===== config.mk =====
export PLATFORM = sky130hd
export DESIGN_NAME = dual_pid_drive_straight
export DESIGN_NICKNAME = d
export VERILOG_FILES = /design/src/dpds_pkg.sv /design/src/dpds_lane.sv /design/src/dual_pid_drive_straight.sv
export SDC_FILE = /design/constraint.sdc
export NUM_CORES = 2
export LEC_CHECK = 0
export ABC_CLOCK_PERIOD_IN_PS = 26400
export BUFFER_PORTS_ARGS = -buffer_cell sky130_fd_sc_hd__buf_2
export CELL_PAD_IN_SITES_DETAIL_PLACEMENT = 1
export CELL_PAD_IN_SITES_GLOBAL_PLACEMENT = 1
export CORE_MARGIN = 2
export CORE_UTILIZATION = 40
export DETAILED_ROUTE_END_ITERATION = 6
export HOLD_SLACK_MARGIN = 0.06
export PLACE_DENSITY = 0.68
export SLEW_MARGIN = 40
export SYNTH_ARGS = -nofsm -noshare
export SYNTH_HDL_FRONTEND = slang
export SYNTH_SLANG_ARGS = --single-unit

===== constraint.sdc =====
create_clock -name clk_i -period 26.4 [get_ports clk_i]
set_clock_uncertainty 0.1 [all_clocks]
set_input_delay 6.6 -clock clk_i [delete_from_list [all_inputs] [get_ports clk_i]]
set_output_delay 6.6 -clock clk_i [all_outputs]
set_load 0.02 [all_outputs]

===== src/dpds_pkg.sv =====
package dpds_pkg;

  // Field widths
  localparam int ENC_BITS       = 20;
  localparam int GAIN_FRAC_BITS = 20;
  localparam int TGT_W          = 16;
  localparam int ERR_W          = ENC_BITS + 1;
  localparam int DER_W          = ERR_W + 1;
  localparam int INT_W          = 32;
  localparam int GAIN_W         = GAIN_FRAC_BITS + 2;
  localparam int SUM_W          = GAIN_W + INT_W + 3;
  localparam int STALL_W        = 3;
  localparam int LIM_W          = 7;
  localparam int DRV_W          = 8;

  // Stream and configuration widths
  localparam int IN_W       = 48;
  localparam int OUT_W      = 24;
  localparam int CFG_IDX_W  = 2;
  localparam int CFG_DATA_W = 16;

  // Register indexes
  localparam logic [CFG_IDX_W-1:0] REG_TARGET = 2'd0;
  localparam logic [CFG_IDX_W-1:0] REG_FWD    = 2'd1;
  localparam logic [CFG_IDX_W-1:0] REG_LIFT   = 2'd2;
  localparam logic [CFG_IDX_W-1:0] REG_HOLD   = 2'd3;

  // Thresholds
  localparam int BAND_HI_MIN  = 1200;
  localparam int BAND_MID_MIN = 500;
  localparam int ILIM_HI      = 80;
  localparam int ILIM_LO      = 50;
  localparam int STALL_ERR    = 150;
  localparam int STALL_MAX    = 7;
  localparam int STALL_TRIP   = 5;
  localparam int ARM_ERR      = 180;
  localparam int HOLD_ERR     = 100;
  localparam int DRV_POS_MAX  = 125;
  localparam int DRV_NEG_MAX  = 127;

  // Gains, unsigned with GAIN_FRAC_BITS fraction bits, rounded to nearest
  localparam longint ONE = longint'(1) << GAIN_FRAC_BITS;

  localparam logic [GAIN_W-1:0] KP_L_HI  = GAIN_W'((39 * ONE + 50) / 100);
  localparam logic [GAIN_W-1:0] KP_L_MID = GAIN_W'((6 * ONE + 5) / 10);
  localparam logic [GAIN_W-1:0] KP_L_LO  = GAIN_W'((48 * ONE + 50) / 100);
  localparam logic [GAIN_W-1:0] KP_R_HI  = GAIN_W'((3 * ONE + 5) / 10);
  localparam logic [GAIN_W-1:0] KP_R_MID = GAIN_W'((5 * ONE + 5) / 10);
  localparam logic [GAIN_W-1:0] KP_R_LO  = GAIN_W'((4 * ONE + 5) / 10);
  localparam logic [GAIN_W-1:0] KI_L_HI  = GAIN_W'((5 * ONE + 50000) / 100000);
  localparam logic [GAIN_W-1:0] KI_L_MID = GAIN_W'((5 * ONE + 50000) / 100000);
  localparam logic [GAIN_W-1:0] KI_L_LO  = GAIN_W'((6 * ONE + 50000) / 100000);
  localparam logic [GAIN_W-1:0] KI_R_HI  = GAIN_W'((5 * ONE + 50000) / 100000);
  localparam logic [GAIN_W-1:0] KI_R_MID = GAIN_W'((4 * ONE + 50000) / 100000);
  localparam logic [GAIN_W-1:0] KI_R_LO  = GAIN_W'((6 * ONE + 50000) / 100000);
  localparam logic [GAIN_W-1:0] KD_HI    = GAIN_W'((3 * ONE + 1) / 2);
  localparam logic [GAIN_W-1:0] KD_MID   = GAIN_W'(3 * ONE);
  localparam logic [GAIN_W-1:0] KD_LO    = GAIN_W'(ONE);

  typedef enum logic [1:0] {
    BAND_HI,
    BAND_MID,
    BAND_LO
  } band_e;

  typedef struct packed {
    logic [GAIN_W-1:0] kp;
    logic [GAIN_W-1:0] ki;
    logic [GAIN_W-1:0] kd;
    logic [LIM_W-1:0]  lim;
  } lane_gain_t;

  // Lane control from the top level
  typedef struct packed {
    logic start;  // new move: clear integral and stall count, preload previous error
    logic run;    // item runs a control tick
    logic load;   // item moves into the first stage
    logic en1;
    logic en2;
  } lane_ctrl_t;

  // Lane status back to the top level
  typedef struct packed {
    logic                    reach;
    logic                    trip;
    logic signed [ERR_W-1:0] err;
  } lane_stat_t;

  function automatic band_e band_of(logic [TGT_W-1:0] tgt);
    band_e b;
    if (tgt >= TGT_W'(BAND_HI_MIN)) begin
      b = BAND_HI;
    end else if (tgt >= TGT_W'(BAND_MID_MIN)) begin
      b = BAND_MID;
    end else begin
      b = BAND_LO;
    end
    return b;
  endfunction

  function automatic lane_gain_t gain_left(band_e b);
    lane_gain_t g;
    case (b)
      BAND_HI:  g = '{kp: KP_L_HI,  ki: KI_L_HI,  kd: KD_HI,  lim: LIM_W'(ILIM_HI)};
      BAND_MID: g = '{kp: KP_L_MID, ki: KI_L_MID, kd: KD_MID, lim: LIM_W'(ILIM_LO)};
      default:  g = '{kp: KP_L_LO,  ki: KI_L_LO,  kd: KD_LO,  lim: LIM_W'(ILIM_LO)};
    endcase
    return g;
  endfunction

  function automatic lane_gain_t gain_right(band_e b);
    lane_gain_t g;
    case (b)
      BAND_HI:  g = '{kp: KP_R_HI,  ki: KI_R_HI,  kd: KD_HI,  lim: LIM_W'(ILIM_HI)};
      BAND_MID: g = '{kp: KP_R_MID, ki: KI_R_MID, kd: KD_MID, lim: LIM_W'(ILIM_LO)};
      default:  g = '{kp: KP_R_LO,  ki: KI_R_LO,  kd: KD_LO,  lim: LIM_W'(ILIM_LO)};
    endcase
    return g;
  endfunction

endpackage


===== src/dpds_lane.sv =====
// One PID lane: error, integral, derivative and stall state, then the
// product stage and the truncated, clipped drive.
module dpds_lane (
  input  logic                                     clk_i,
  input  logic                                     rst_ni,
  input  dpds_pkg::lane_ctrl_t                     ctrl_i,
  input  logic [dpds_pkg::TGT_W-1:0]               tgt_i,
  input  logic signed [dpds_pkg::ENC_BITS-1:0]     enc_i,
  input  dpds_pkg::lane_gain_t                     gain_i,
  output dpds_pkg::lane_stat_t                     stat_o,
  output logic signed [dpds_pkg::DRV_W-1:0]        drive_o
);

  localparam int PKP_W = dpds_pkg::GAIN_W + 1 + dpds_pkg::ERR_W;
  localparam int PKI_W = dpds_pkg::GAIN_W + 1 + dpds_pkg::INT_W;
  localparam int PKD_W = dpds_pkg::GAIN_W + 1 + dpds_pkg::DER_W;

  logic [dpds_pkg::ENC_BITS-1:0]        enc_u;
  logic [dpds_pkg::ENC_BITS-1:0]        mag;
  logic signed [dpds_pkg::ERR_W-1:0]    tgt_x;
  logic signed [dpds_pkg::ERR_W-1:0]    err;
  logic [dpds_pkg::ERR_W-1:0]           err_mag;
  logic signed [dpds_pkg::ERR_W-1:0]    prev_b;
  logic signed [dpds_pkg::INT_W-1:0]    integ_b;
  logic [dpds_pkg::STALL_W-1:0]         stall_b;
  logic [dpds_pkg::INT_W:0]             isum;
  logic signed [dpds_pkg::INT_W-1:0]    integ_sat;
  logic signed [dpds_pkg::INT_W-1:0]    integ_nx;
  logic signed [dpds_pkg::DER_W-1:0]    der;
  logic                                 small_der;
  logic                                 stall_cond;
  logic [dpds_pkg::STALL_W-1:0]         stall_nx;

  logic signed [dpds_pkg::ERR_W-1:0]    prev_q, prev_d;
  logic signed [dpds_pkg::INT_W-1:0]    integ_q, integ_d;
  logic [dpds_pkg::STALL_W-1:0]         stall_q, stall_d;

  logic signed [dpds_pkg::ERR_W-1:0]    err_s1_q;
  logic signed [dpds_pkg::INT_W-1:0]    integ_s1_q;
  logic signed [dpds_pkg::DER_W-1:0]    der_s1_q;

  logic signed [PKP_W-1:0]              pkp_d, pkp_q;
  logic signed [PKI_W-1:0]              pki_d, pki_q;
  logic signed [PKD_W-1:0]              pkd_d, pkd_q;

  logic signed [dpds_pkg::SUM_W-1:0]    sum;
  logic [dpds_pkg::SUM_W-1:0]           smag;
  logic [dpds_pkg::SUM_W-1:0]           qmag;
  logic [dpds_pkg::DRV_W-1:0]           qclip;

  // Absolute count and error against the target
  assign enc_u = enc_i;
  assign mag   = enc_u[dpds_pkg::ENC_BITS-1] ? (~enc_u + dpds_pkg::ENC_BITS'(1)) : enc_u;
  assign tgt_x = $signed({{(dpds_pkg::ERR_W - dpds_pkg::TGT_W){1'b0}}, tgt_i});
  assign err   = tgt_x - $signed({1'b0, mag});
  assign err_mag = err[dpds_pkg::ERR_W-1] ? (~err + dpds_pkg::ERR_W'(1)) : err;

  // A new move starts from a clean state
  assign prev_b  = ctrl_i.start ? tgt_x : prev_q;
  assign integ_b = ctrl_i.start ? '0 : integ_q;
  assign stall_b = ctrl_i.start ? '0 : stall_q;

  // Saturating integral, cleared while the error is small
  assign isum = {integ_b[dpds_pkg::INT_W-1], integ_b}
              + {{(dpds_pkg::INT_W + 1 - dpds_pkg::ERR_W){err[dpds_pkg::ERR_W-1]}}, err};

  always_comb begin
    if (isum[dpds_pkg::INT_W] != isum[dpds_pkg::INT_W-1]) begin
      integ_sat = isum[dpds_pkg::INT_W] ? {1'b1, {(dpds_pkg::INT_W-1){1'b0}}}
                                        : {1'b0, {(dpds_pkg::INT_W-1){1'b1}}};
    end else begin
      integ_sat = isum[dpds_pkg::INT_W-1:0];
    end
  end

  assign integ_nx = (err_mag < {{(dpds_pkg::ERR_W - dpds_pkg::LIM_W){1'b0}}, gain_i.lim})
                  ? '0 : integ_sat;

  // Derivative and stall count
  assign der = {err[dpds_pkg::ERR_W-1], err} - {prev_b[dpds_pkg::ERR_W-1], prev_b};
  assign small_der = (der == '0) || (der == dpds_pkg::DER_W'(1)) || (der == '1);
  assign stall_cond = (err < $signed(dpds_pkg::ERR_W'(dpds_pkg::STALL_ERR))) && small_der;
  assign stall_nx = (stall_cond && (stall_b != dpds_pkg::STALL_W'(dpds_pkg::STALL_MAX)))
                  ? stall_b + dpds_pkg::STALL_W'(1) : stall_b;

  assign stat_o.reach = ({{(dpds_pkg::ENC_BITS - dpds_pkg::TGT_W){1'b0}}, tgt_i} <= mag);
  assign stat_o.trip  = (stall_nx > dpds_pkg::STALL_W'(dpds_pkg::STALL_TRIP));
  assign stat_o.err   = err;

  // Lane state update
  always_comb begin
    prev_d  = prev_q;
    integ_d = integ_q;
    stall_d = stall_q;
    if (ctrl_i.load && ctrl_i.run) begin
      prev_d  = err;
      integ_d = integ_nx;
      stall_d = stall_nx;
    end else if (ctrl_i.load && ctrl_i.start) begin
      prev_d  = prev_b;
      integ_d = integ_b;
      stall_d = stall_b;
    end
  end

  always_ff @(posedge clk_i or negedge rst_ni) begin
    if (!rst_ni) begin
      prev_q  <= '0;
      integ_q <= '0;
      stall_q <= '0;
    end else begin
      prev_q  <= prev_d;
      integ_q <= integ_d;
      stall_q <= stall_d;
    end
  end

  // First stage: error terms
  always_ff @(posedge clk_i) begin
    if (ctrl_i.en1) begin
      err_s1_q   <= err;
      integ_s1_q <= integ_nx;
      der_s1_q   <= der;
    end
  end

  // Second stage: the three products
  assign pkp_d = $signed({1'b0, gain_i.kp}) * err_s1_q;
  assign pki_d = $signed({1'b0, gain_i.ki}) * integ_s1_q;
  assign pkd_d = $signed({1'b0, gain_i.kd}) * der_s1_q;

  always_ff @(posedge clk_i) begin
    if (ctrl_i.en2) begin
      pkp_q <= pkp_d;
      pki_q <= pki_d;
      pkd_q <= pkd_d;
    end
  end

  // Sum, truncate toward zero, clip
  assign sum  = dpds_pkg::SUM_W'(pkp_q) + dpds_pkg::SUM_W'(pki_q) + dpds_pkg::SUM_W'(pkd_q);
  assign smag = sum[dpds_pkg::SUM_W-1] ? (~sum + dpds_pkg::SUM_W'(1)) : sum;
  assign qmag = smag >> dpds_pkg::GAIN_FRAC_BITS;

  always_comb begin
    if (sum[dpds_pkg::SUM_W-1]) begin
      qclip = (qmag > dpds_pkg::SUM_W'(dpds_pkg::DRV_NEG_MAX))
            ? dpds_pkg::DRV_W'(dpds_pkg::DRV_NEG_MAX) : qmag[dpds_pkg::DRV_W-1:0];
    end else begin
      qclip = (qmag > dpds_pkg::SUM_W'(dpds_pkg::DRV_POS_MAX))
            ? dpds_pkg::DRV_W'(dpds_pkg::DRV_POS_MAX) : qmag[dpds_pkg::DRV_W-1:0];
    end
  end

  assign drive_o = sum[dpds_pkg::SUM_W-1] ? $signed(~qclip + dpds_pkg::DRV_W'(1))
                                          : $signed(qclip);

endmodule


===== src/dual_pid_drive_straight.sv =====
// Channel   Dir  Handshake                 Payload
// s_*       in   s_tvalid / s_tready       start_move, enc_left, enc_right
// m_*       out  m_tvalid / m_tready       drive_left, drive_right, move_done, arm_raise,
//                                          pincher_hold
// cfg_*     in   cfg_valid_i / cfg_ready_o register index, write data
//
// One item per cycle while the result stream is not stalled. A result passes through, in order, the
// input register, error/state stage, product stage and result register.
// Integral, previous error and stall count feed back within the error stage.
// Reset clears lane state and leaves the move finished until start_move.
// Each stage moves when the one after it is empty or moving, so a held
// result does not block items behind it until the pipe is full.
module dual_pid_drive_straight (
  input  logic                              clk_i,
  input  logic                              rst_ni,
  // [0] start_move, [20:1] enc_left, [40:21] enc_right, rest zero
  input  logic [dpds_pkg::IN_W-1:0]         s_tdata,
  input  logic                              s_tvalid,
  output logic                              s_tready,
  // [7:0] drive_left, [15:8] drive_right, [16] move_done, [17] arm_raise,
  // [18] pincher_hold, rest zero
  output logic [dpds_pkg::OUT_W-1:0]        m_tdata,
  output logic                              m_tvalid,
  input  logic                              m_tready,
  input  logic                              cfg_valid_i,
  output logic                              cfg_ready_o,
  input  logic [dpds_pkg::CFG_IDX_W-1:0]    cfg_index_i,
  input  logic [dpds_pkg::CFG_DATA_W-1:0]   cfg_data_i
);

  localparam int EB = dpds_pkg::ENC_BITS;

  // Configuration
  logic [dpds_pkg::TGT_W-1:0] target_q;
  logic                       fwd_q, lift_q, hold_q;

  // Pipeline control
  logic v0_q, v1_q, v2_q, v3_q;
  logic en0, en1, en2, en3;

  // Input register
  logic                              start_s0_q;
  logic signed [EB-1:0]              enc_l_s0_q, enc_r_s0_q;

  // Move state
  logic fin_q, fin_d, fin_b;
  logic reached, run;

  logic idle1_q, arm1_q, hold1_q;
  logic idle2_q, arm2_q, hold2_q;
  logic arm1_d, hold1_d;

  // Result register
  logic signed [dpds_pkg::DRV_W-1:0] drv_l_q, drv_r_q;
  logic                              done_q, arm_q, pinch_q;

  dpds_pkg::band_e       band;
  dpds_pkg::lane_gain_t  gain_l, gain_r;
  dpds_pkg::lane_ctrl_t  ctrl;
  dpds_pkg::lane_stat_t  stat_l, stat_r;
  logic signed [dpds_pkg::DRV_W-1:0] q_l, q_r;

  // Configuration writes
  assign cfg_ready_o = 1'b1;

  always_ff @(posedge clk_i or negedge rst_ni) begin
    if (!rst_ni) begin
      target_q <= '0;
      fwd_q    <= 1'b1;
      lift_q   <= 1'b0;
      hold_q   <= 1'b0;
    end else if (cfg_valid_i) begin
      case (cfg_index_i)
        dpds_pkg::REG_TARGET: target_q <= cfg_data_i[dpds_pkg::TGT_W-1:0];
        dpds_pkg::REG_FWD:    fwd_q    <= cfg_data_i[0];
        dpds_pkg::REG_LIFT:   lift_q   <= cfg_data_i[0];
        dpds_pkg::REG_HOLD:   hold_q   <= cfg_data_i[0];
        default: ;
      endcase
    end
  end

  // Stage enables
  assign en3 = !v3_q || m_tready;
  assign en2 = !v2_q || en3;
  assign en1 = !v1_q || en2;
  assign en0 = !v0_q || en1;
  assign s_tready = en0;

  always_ff @(posedge clk_i or negedge rst_ni) begin
    if (!rst_ni) begin
      v0_q <= 1'b0;
      v1_q <= 1'b0;
      v2_q <= 1'b0;
      v3_q <= 1'b0;
    end else begin
      if (en0) v0_q <= s_tvalid;
      if (en1) v1_q <= v0_q;
      if (en2) v2_q <= v1_q;
      if (en3) v3_q <= v2_q;
    end
  end

  always_ff @(posedge clk_i) begin
    if (en0 && s_tvalid) begin
      start_s0_q <= s_tdata[0];
      enc_l_s0_q <= $signed(s_tdata[EB:1]);
      enc_r_s0_q <= $signed(s_tdata[2*EB:EB+1]);
    end
  end

  // Gains follow the target band
  assign band   = dpds_pkg::band_of(target_q);
  assign gain_l = dpds_pkg::gain_left(band);
  assign gain_r = dpds_pkg::gain_right(band);

  // Move sequencing
  assign fin_b   = start_s0_q ? 1'b0 : fin_q;
  assign reached = stat_l.reach && stat_r.reach;
  assign run     = !fin_b && !reached;
  assign fin_d   = fin_b || reached || (run && (stat_l.trip || stat_r.trip));

  assign ctrl.start = start_s0_q;
  assign ctrl.run   = run;
  assign ctrl.load  = v0_q && en1;
  assign ctrl.en1   = en1;
  assign ctrl.en2   = en2;

  always_ff @(posedge clk_i or negedge rst_ni) begin
    if (!rst_ni) begin
      fin_q <= 1'b1;
    end else if (ctrl.load) begin
      fin_q <= fin_d;
    end
  end

  dpds_lane u_lane_l (
    .clk_i   (clk_i),
    .rst_ni  (rst_ni),
    .ctrl_i  (ctrl),
    .tgt_i   (target_q),
    .enc_i   (enc_l_s0_q),
    .gain_i  (gain_l),
    .stat_o  (stat_l),
    .drive_o (q_l)
  );

  dpds_lane u_lane_r (
    .clk_i   (clk_i),
    .rst_ni  (rst_ni),
    .ctrl_i  (ctrl),
    .tgt_i   (target_q),
    .enc_i   (enc_r_s0_q),
    .gain_i  (gain_r),
    .stat_o  (stat_r),
    .drive_o (q_r)
  );

  // Flags from the right lane error
  assign arm1_d  = lift_q && (stat_r.err < $signed(dpds_pkg::ERR_W'(dpds_pkg::ARM_ERR)));
  assign hold1_d = hold_q && (stat_r.err > $signed(dpds_pkg::ERR_W'(dpds_pkg::HOLD_ERR)));

  always_ff @(posedge clk_i) begin
    if (en1) begin
      idle1_q <= fin_d;
      arm1_q  <= arm1_d;
      hold1_q <= hold1_d;
    end
    if (en2) begin
      idle2_q <= idle1_q;
      arm2_q  <= arm1_q;
      hold2_q <= hold1_q;
    end
  end

  // Result register
  always_ff @(posedge clk_i) begin
    if (en3) begin
      if (idle2_q) begin
        drv_l_q <= '0;
        drv_r_q <= '0;
      end else begin
        drv_l_q <= fwd_q ? q_l : -q_l;
        drv_r_q <= fwd_q ? q_r : -q_r;
      end
      done_q  <= idle2_q;
      arm_q   <= !idle2_q && arm2_q;
      pinch_q <= !idle2_q && hold2_q;
    end
  end

  assign m_tvalid = v3_q;
  assign m_tdata  = {5'b0, pinch_q, arm_q, done_q, drv_r_q, drv_l_q};

endmodule


# == Word level (Yosys, flattened, before mapping) ==
# Index checks and enable logic that the tools add are counted.
# word_totals
regBits,636
# op_classes
n_addsub,22
multipliers,6
n_lt_le_gt_ge,16
eq_ne,12
mux,47
bitwise_logic,8
n_reduce_logical,42
# ops
operator,n
$mux 32,12
$pmux 71 s2,2
$mux 21,8
$gt 37x7->1 const B,4
$add 56x45->57,2
$add 57x2->57 const B,2
$mux 57,2
$not 57->57,2
$add 42x55->56,2
$mul 23x32->55,2
$mul 23x22->45,2
$mul 21x21->42,2
$mux 8,10
$add 32x21->33,2
$lt 21x9->1 const B,3
$eq 22x2->1 const B,2
$eq 22x22->1 const B,2
$logic_not 22->1,2
$sub 21x21->22,2
$add 21x2->21 const B,2
$lt 21x7->1,2
$not 21->21,2
$sub 16x20->21,2
$add 20x1->20 const B,2
24 further kinds,78

# == Depth between registers and ports, before layout ==
# logic_depth
word_depth,15
depth_mapped,39
mapped_depth_nobuf,37

# == Hierarchy ==
# A second synthesis with hierarchy kept.
# hier_totals
cells_unflattened,16721
area_unflattened_um2,154595.8
# by_module_without_submodules
mod,n_inst,cells_per_inst,area_per_inst_um2,seq_area_each_um2
dpds_lane at u_lane_r,1,8286,75585.0,7977.7
dpds_lane at u_lane_l,1,8191,75377.3,7977.7
dual_pid_drive_straight,1,244,3633.5,2585.0

# == Worst setup path after synthesis ==
# Ideal clock, no wire load.
# synth_path
path_kind,input port to output port
start,input port m_tready
end,output port s_tready
t_arrival_ns,7.140
path_slack_ns,12.560
stages,2
n_path_buf,0
cell_sequence,nor2b_1 nand4_1
# synth_via
elab_chain_cells,4
# synth_lines
item,line,rtl
"start, declared",dual_pid_drive_straight.sv:24,"input logic m_tready,"
$logic_or 1x1->1,dual_pid_drive_straight.sv:84,assign en3 = !v3_q || m_tready;
$logic_or 1x1->1,dual_pid_drive_straight.sv:85,assign en2 = !v2_q || en3;
$logic_or 1x1->1,dual_pid_drive_straight.sv:86,assign en1 = !v1_q || en2;
$logic_or 1x1->1,dual_pid_drive_straight.sv:87,assign en0 = !v0_q || en1;
"end, declared",dual_pid_drive_straight.sv:19,"output logic s_tready,"
# No other way between the ends.

# == Worst setup path in the final report ==
# Same ends and word-level chain as after synthesis.

==> results.py <==
metrics = {
    "status": {
        "outcome": "complete, no violations",
    },
    "cells_and_area": {
        "fillers": 23870,
        "layout.nets": 11140,
        "stdcell_area_sq_um": 91030,
        "register_area_sq_um": 17280,
        "drive_gt1_share_pct": 5.117,
        "stdcell_count": 11760,
        "multi_input_area_sq_um": 60770,
        "area_delta_synth_final_pct": 7.457,
    },
    "routing": {
        "wirelength_microns": 252700,
        "drtIter0Drc": 3583,
        "ant_nets": 0,
        "drc": 0,
        "wl_per_cell_microns": 21.49,
        "vias": 64470,
        "drtPass1Iterations": 5,
        "vias_per_cell": 5.482,
    },
    "worst_setup_path": {
        "cp.arrival_ns": 7.73,
        "required_ns": 19.70,
        "crit_start": "m_tready",
        "cp_top_family": "simple AND/OR/NAND/NOR gates",
        "cpPeakStageDelay_ns": 0.55,
        "startpoint_type": "input pin",
        "worstPathCellList": "buf_2, nor2b_1, nand4_1, buf_2",
        "crit_top_cell": "buf_2",
        "slowest_stage": "nor2b_1",
        "cp_max_fo": 6,
        "reg2reg_from": "target_q[15]",
        "crit_type": "input pin to output pin",
        "worstSetupEndpointType": "output pin",
        "worst-path-buf-inv": 2,
    },
    "timing": {
        "rsz0062_at_grt": "no",
        "max_clock_freq_ghz": 0.06930,
        "setup_viol": 0,
        "hold_slack_ns": 0.3244,
        "fin_tns_setup_ns": 0,
        "fin_crit_ns": 14.43,
        "finalCritPeriodShare_pct": 54.66,
        "worst_pin_slew_ns": 0.9082,
        "hold_viol": 0,
        "relSlewSlack_pct": 39.25,
        "slew_violations": 0,
    },
    "job": {
        "drv_cap": 0,
    },
    "clock_network": {
        "clkTransAtPathRegs_ns": 0.06,
        "ctsHtreeMaxLevel": 3,
        "ctsResizeCount": 0,
        "clk_latency_ns": 0.72,
        "cts_buffer_depth": 3,
        "cts_tree": "built",
        "post_cts_buffers": 0,
        "hold_buffers": 0,
        "cts-root-buf": "clkbuf_16",
        "clock-sinks": 598,
        "cts_buffers": 77,
    },
    "yosys": {
        "ys_warn_count": 0,
        "syn_area_sq_um": 84710,
        "syn_inst": 8885,
        "avgSynthCellArea_sq_um": 9.534,
        "yosys.cell_types.count": 135,
        "synthFlopType": "edfxtp_1",
        "yosysSeqAreaShare_pct": 20.40,
        "synth_seq_cells": 598,
        "synth_edf_count": 462,
        "async_flop_share_pct": 22.74,
    },
    "die": {
        "die_h_microns": 464.2,
        "io_pins": 98,
        "die-area_sq_um": 215500,
        "die_w_microns": 464.2,
        "core_area_sq_um": 210000,
        "start_util_pct": 40.34,
        "row_count": 168,
    },
    "place": {
        "hpwl_microns": 211500,
        "post_dp_cell_area_sq_um": 88360,
        "placed_cells": 11610,
        "gp_congestion": 0.9179,
        "portBuffers": 84,
    },
    "global_routing": {
        "grt_pass1_wl_microns": 399700,
        "antenna_found_initial": 22,
        "grt_max_degree": 120,
        "grt_use_total_pct": 23.53,
        "grt_pass1_vias": 69770,
        "overflow": 0,
    },
    "worst_hold_path": {
        "min_from": "idle1_q",
        "hp-class": "flip-flop to flip-flop",
    },
}
## synth_stat cells, types with 73 or more instances
cell / number / area share (%)
nor2_1: 476 / 2.1
nand2_1: 551 / 2.4
nand4_1: 73 / 0.54
a21oi_1: 407 / 2.4
nor2b_1: 126 / 0.93
a21o_1: 134 / 1.2
xnor2_1: 296 / 3.1
nand3_1: 159 / 0.94
clkbuf_1: 180 / 0.80
xor2_1: 137 / 1.4
o21ai_0: 286 / 1.7
nor3_1: 168 / 0.99
fa_1: 911 / 22
and2_1: 212 / 1.6
edfxtp_1: 462 / 16
and3_1: 130 / 0.96
dfrtp_1: 134 / 4.0
a31oi_1: 81 / 0.60
o21bai_1: 76 / 0.67
ha_1: 1265 / 19
inv_1: 1565 / 6.9
## kinds of logic (layout without fill, tap and decap cells)
kind of cell    count (synthesis)  in the layout  synth area share (%)
compound gates               1559           1559                 12.30
xor+xnor                      434            434                 4.496
fa+ha+maj                    2181           2181                 40.27
buf+inv                      1795           1856                 8.057
flops                         598            598                 20.40
mux                            75             75                0.9202
other cells                     2             11              0.008865
simple gates                 2241           2241                 13.55
## worst reg2reg max path, delay by kind of cell (launching register included)
kind	cells	cell delay, ns
AO/OA/AOI/OAI	7	1.98
XOR/XNOR	1	0.63
adder cells (fa/ha/maj)	8	3.89
buffers and inverters	8	2.08
flip-flops	1	0.74
AND/OR/NAND/NOR	9	1.82
## through the flow
| stage | worst slack (ns) | util (%) |
|---|---|---|
| 2_1_floorplan | 12.56 | - |
| 3_3_place_gp | 12.04 | 42.04 |
| 3_5_place_dp | 11.97 | 42.08 |
| 4_1_cts | 11.96 | 43.30 |
| 5_1_grt | 11.82 | 43.34 |
| 6_report | 11.97 | 43.35 |
## flip-flops by register name, indices dropped and copies added, names as in the netlist, 21 cells and up
name	count
u_lane_l.integ_s1_q	32
u_lane_l.pki_q	55
u_lane_r.der_s1_q	22
u_lane_l.err_s1_q	21
u_lane_r.integ_s1_q	32
u_lane_l.integ_q	32
u_lane_r.err_s1_q	21
u_lane_l.pkd_q	26
u_lane_r.pkp_q	42
u_lane_l.der_s1_q	22
u_lane_r.pki_q	55
u_lane_r.prev_q	21
u_lane_l.pkp_q	42
u_lane_r.pkd_q	26
u_lane_r.integ_q	32
u_lane_l.prev_q	21
## path summary, 6_finish.rpt
check / to / slack (ns) / cells after the start
worst max-delay path: s_tready / 11.97 / 4
worst min-delay path: idle2_q / 0.32 / 0
worst max register to register: u_lane_l.pkp_q[41] / 14.82 / 33
worst min register to register: idle2_q / 0.32 / 0
max in group asynchronous: u_lane_r.integ_q[9] / 19.28 / 2
min in group asynchronous: u_lane_l.integ_q[22] / 5.80 / 1
## placed cells by master (no fill, tap or decap), drive strengths merged, types with 52 or more instances in the layout
master  instances
inv          1576
ha           1265
fa            911
nand2         553
nor2          478
edfxtp        462
a21oi         411
o21ai         318
xnor2         296
and2          213
nor3          170
nand3         160
buf           150
xor2          138
dfrtp         134
a21o          134
and3          132
nor2b         127
clkbuf         91
a31oi          83
o21bai         76
nand4          76
o21a           71
nand2b         63
or3            60
o211ai         59
mux2i          52
## area by class of cell
cell class	count	area share [%]
inverters	1567	6.463
multi-input cells	6496	66.76
well taps	2805	3.855
flip-flops and latches	598	18.98
clock inverters	48	0.6323
diodes	5	0.01374
repair buffers	150	1.095
clock buffers	91	2.196
## metal layers
metal	GRT usage (%)	up-vias	share of wire, %
met5	0	-	0.011
met4	5.236	4	2.0
met3	2.750	237	4.3
met2	37.98	1138	45
met1	33.71	32840	48
li1	-	30250	-
Power is not shown: default switching activity piles up to over one toggle a cycle in this logic, so the estimate is an artifact.
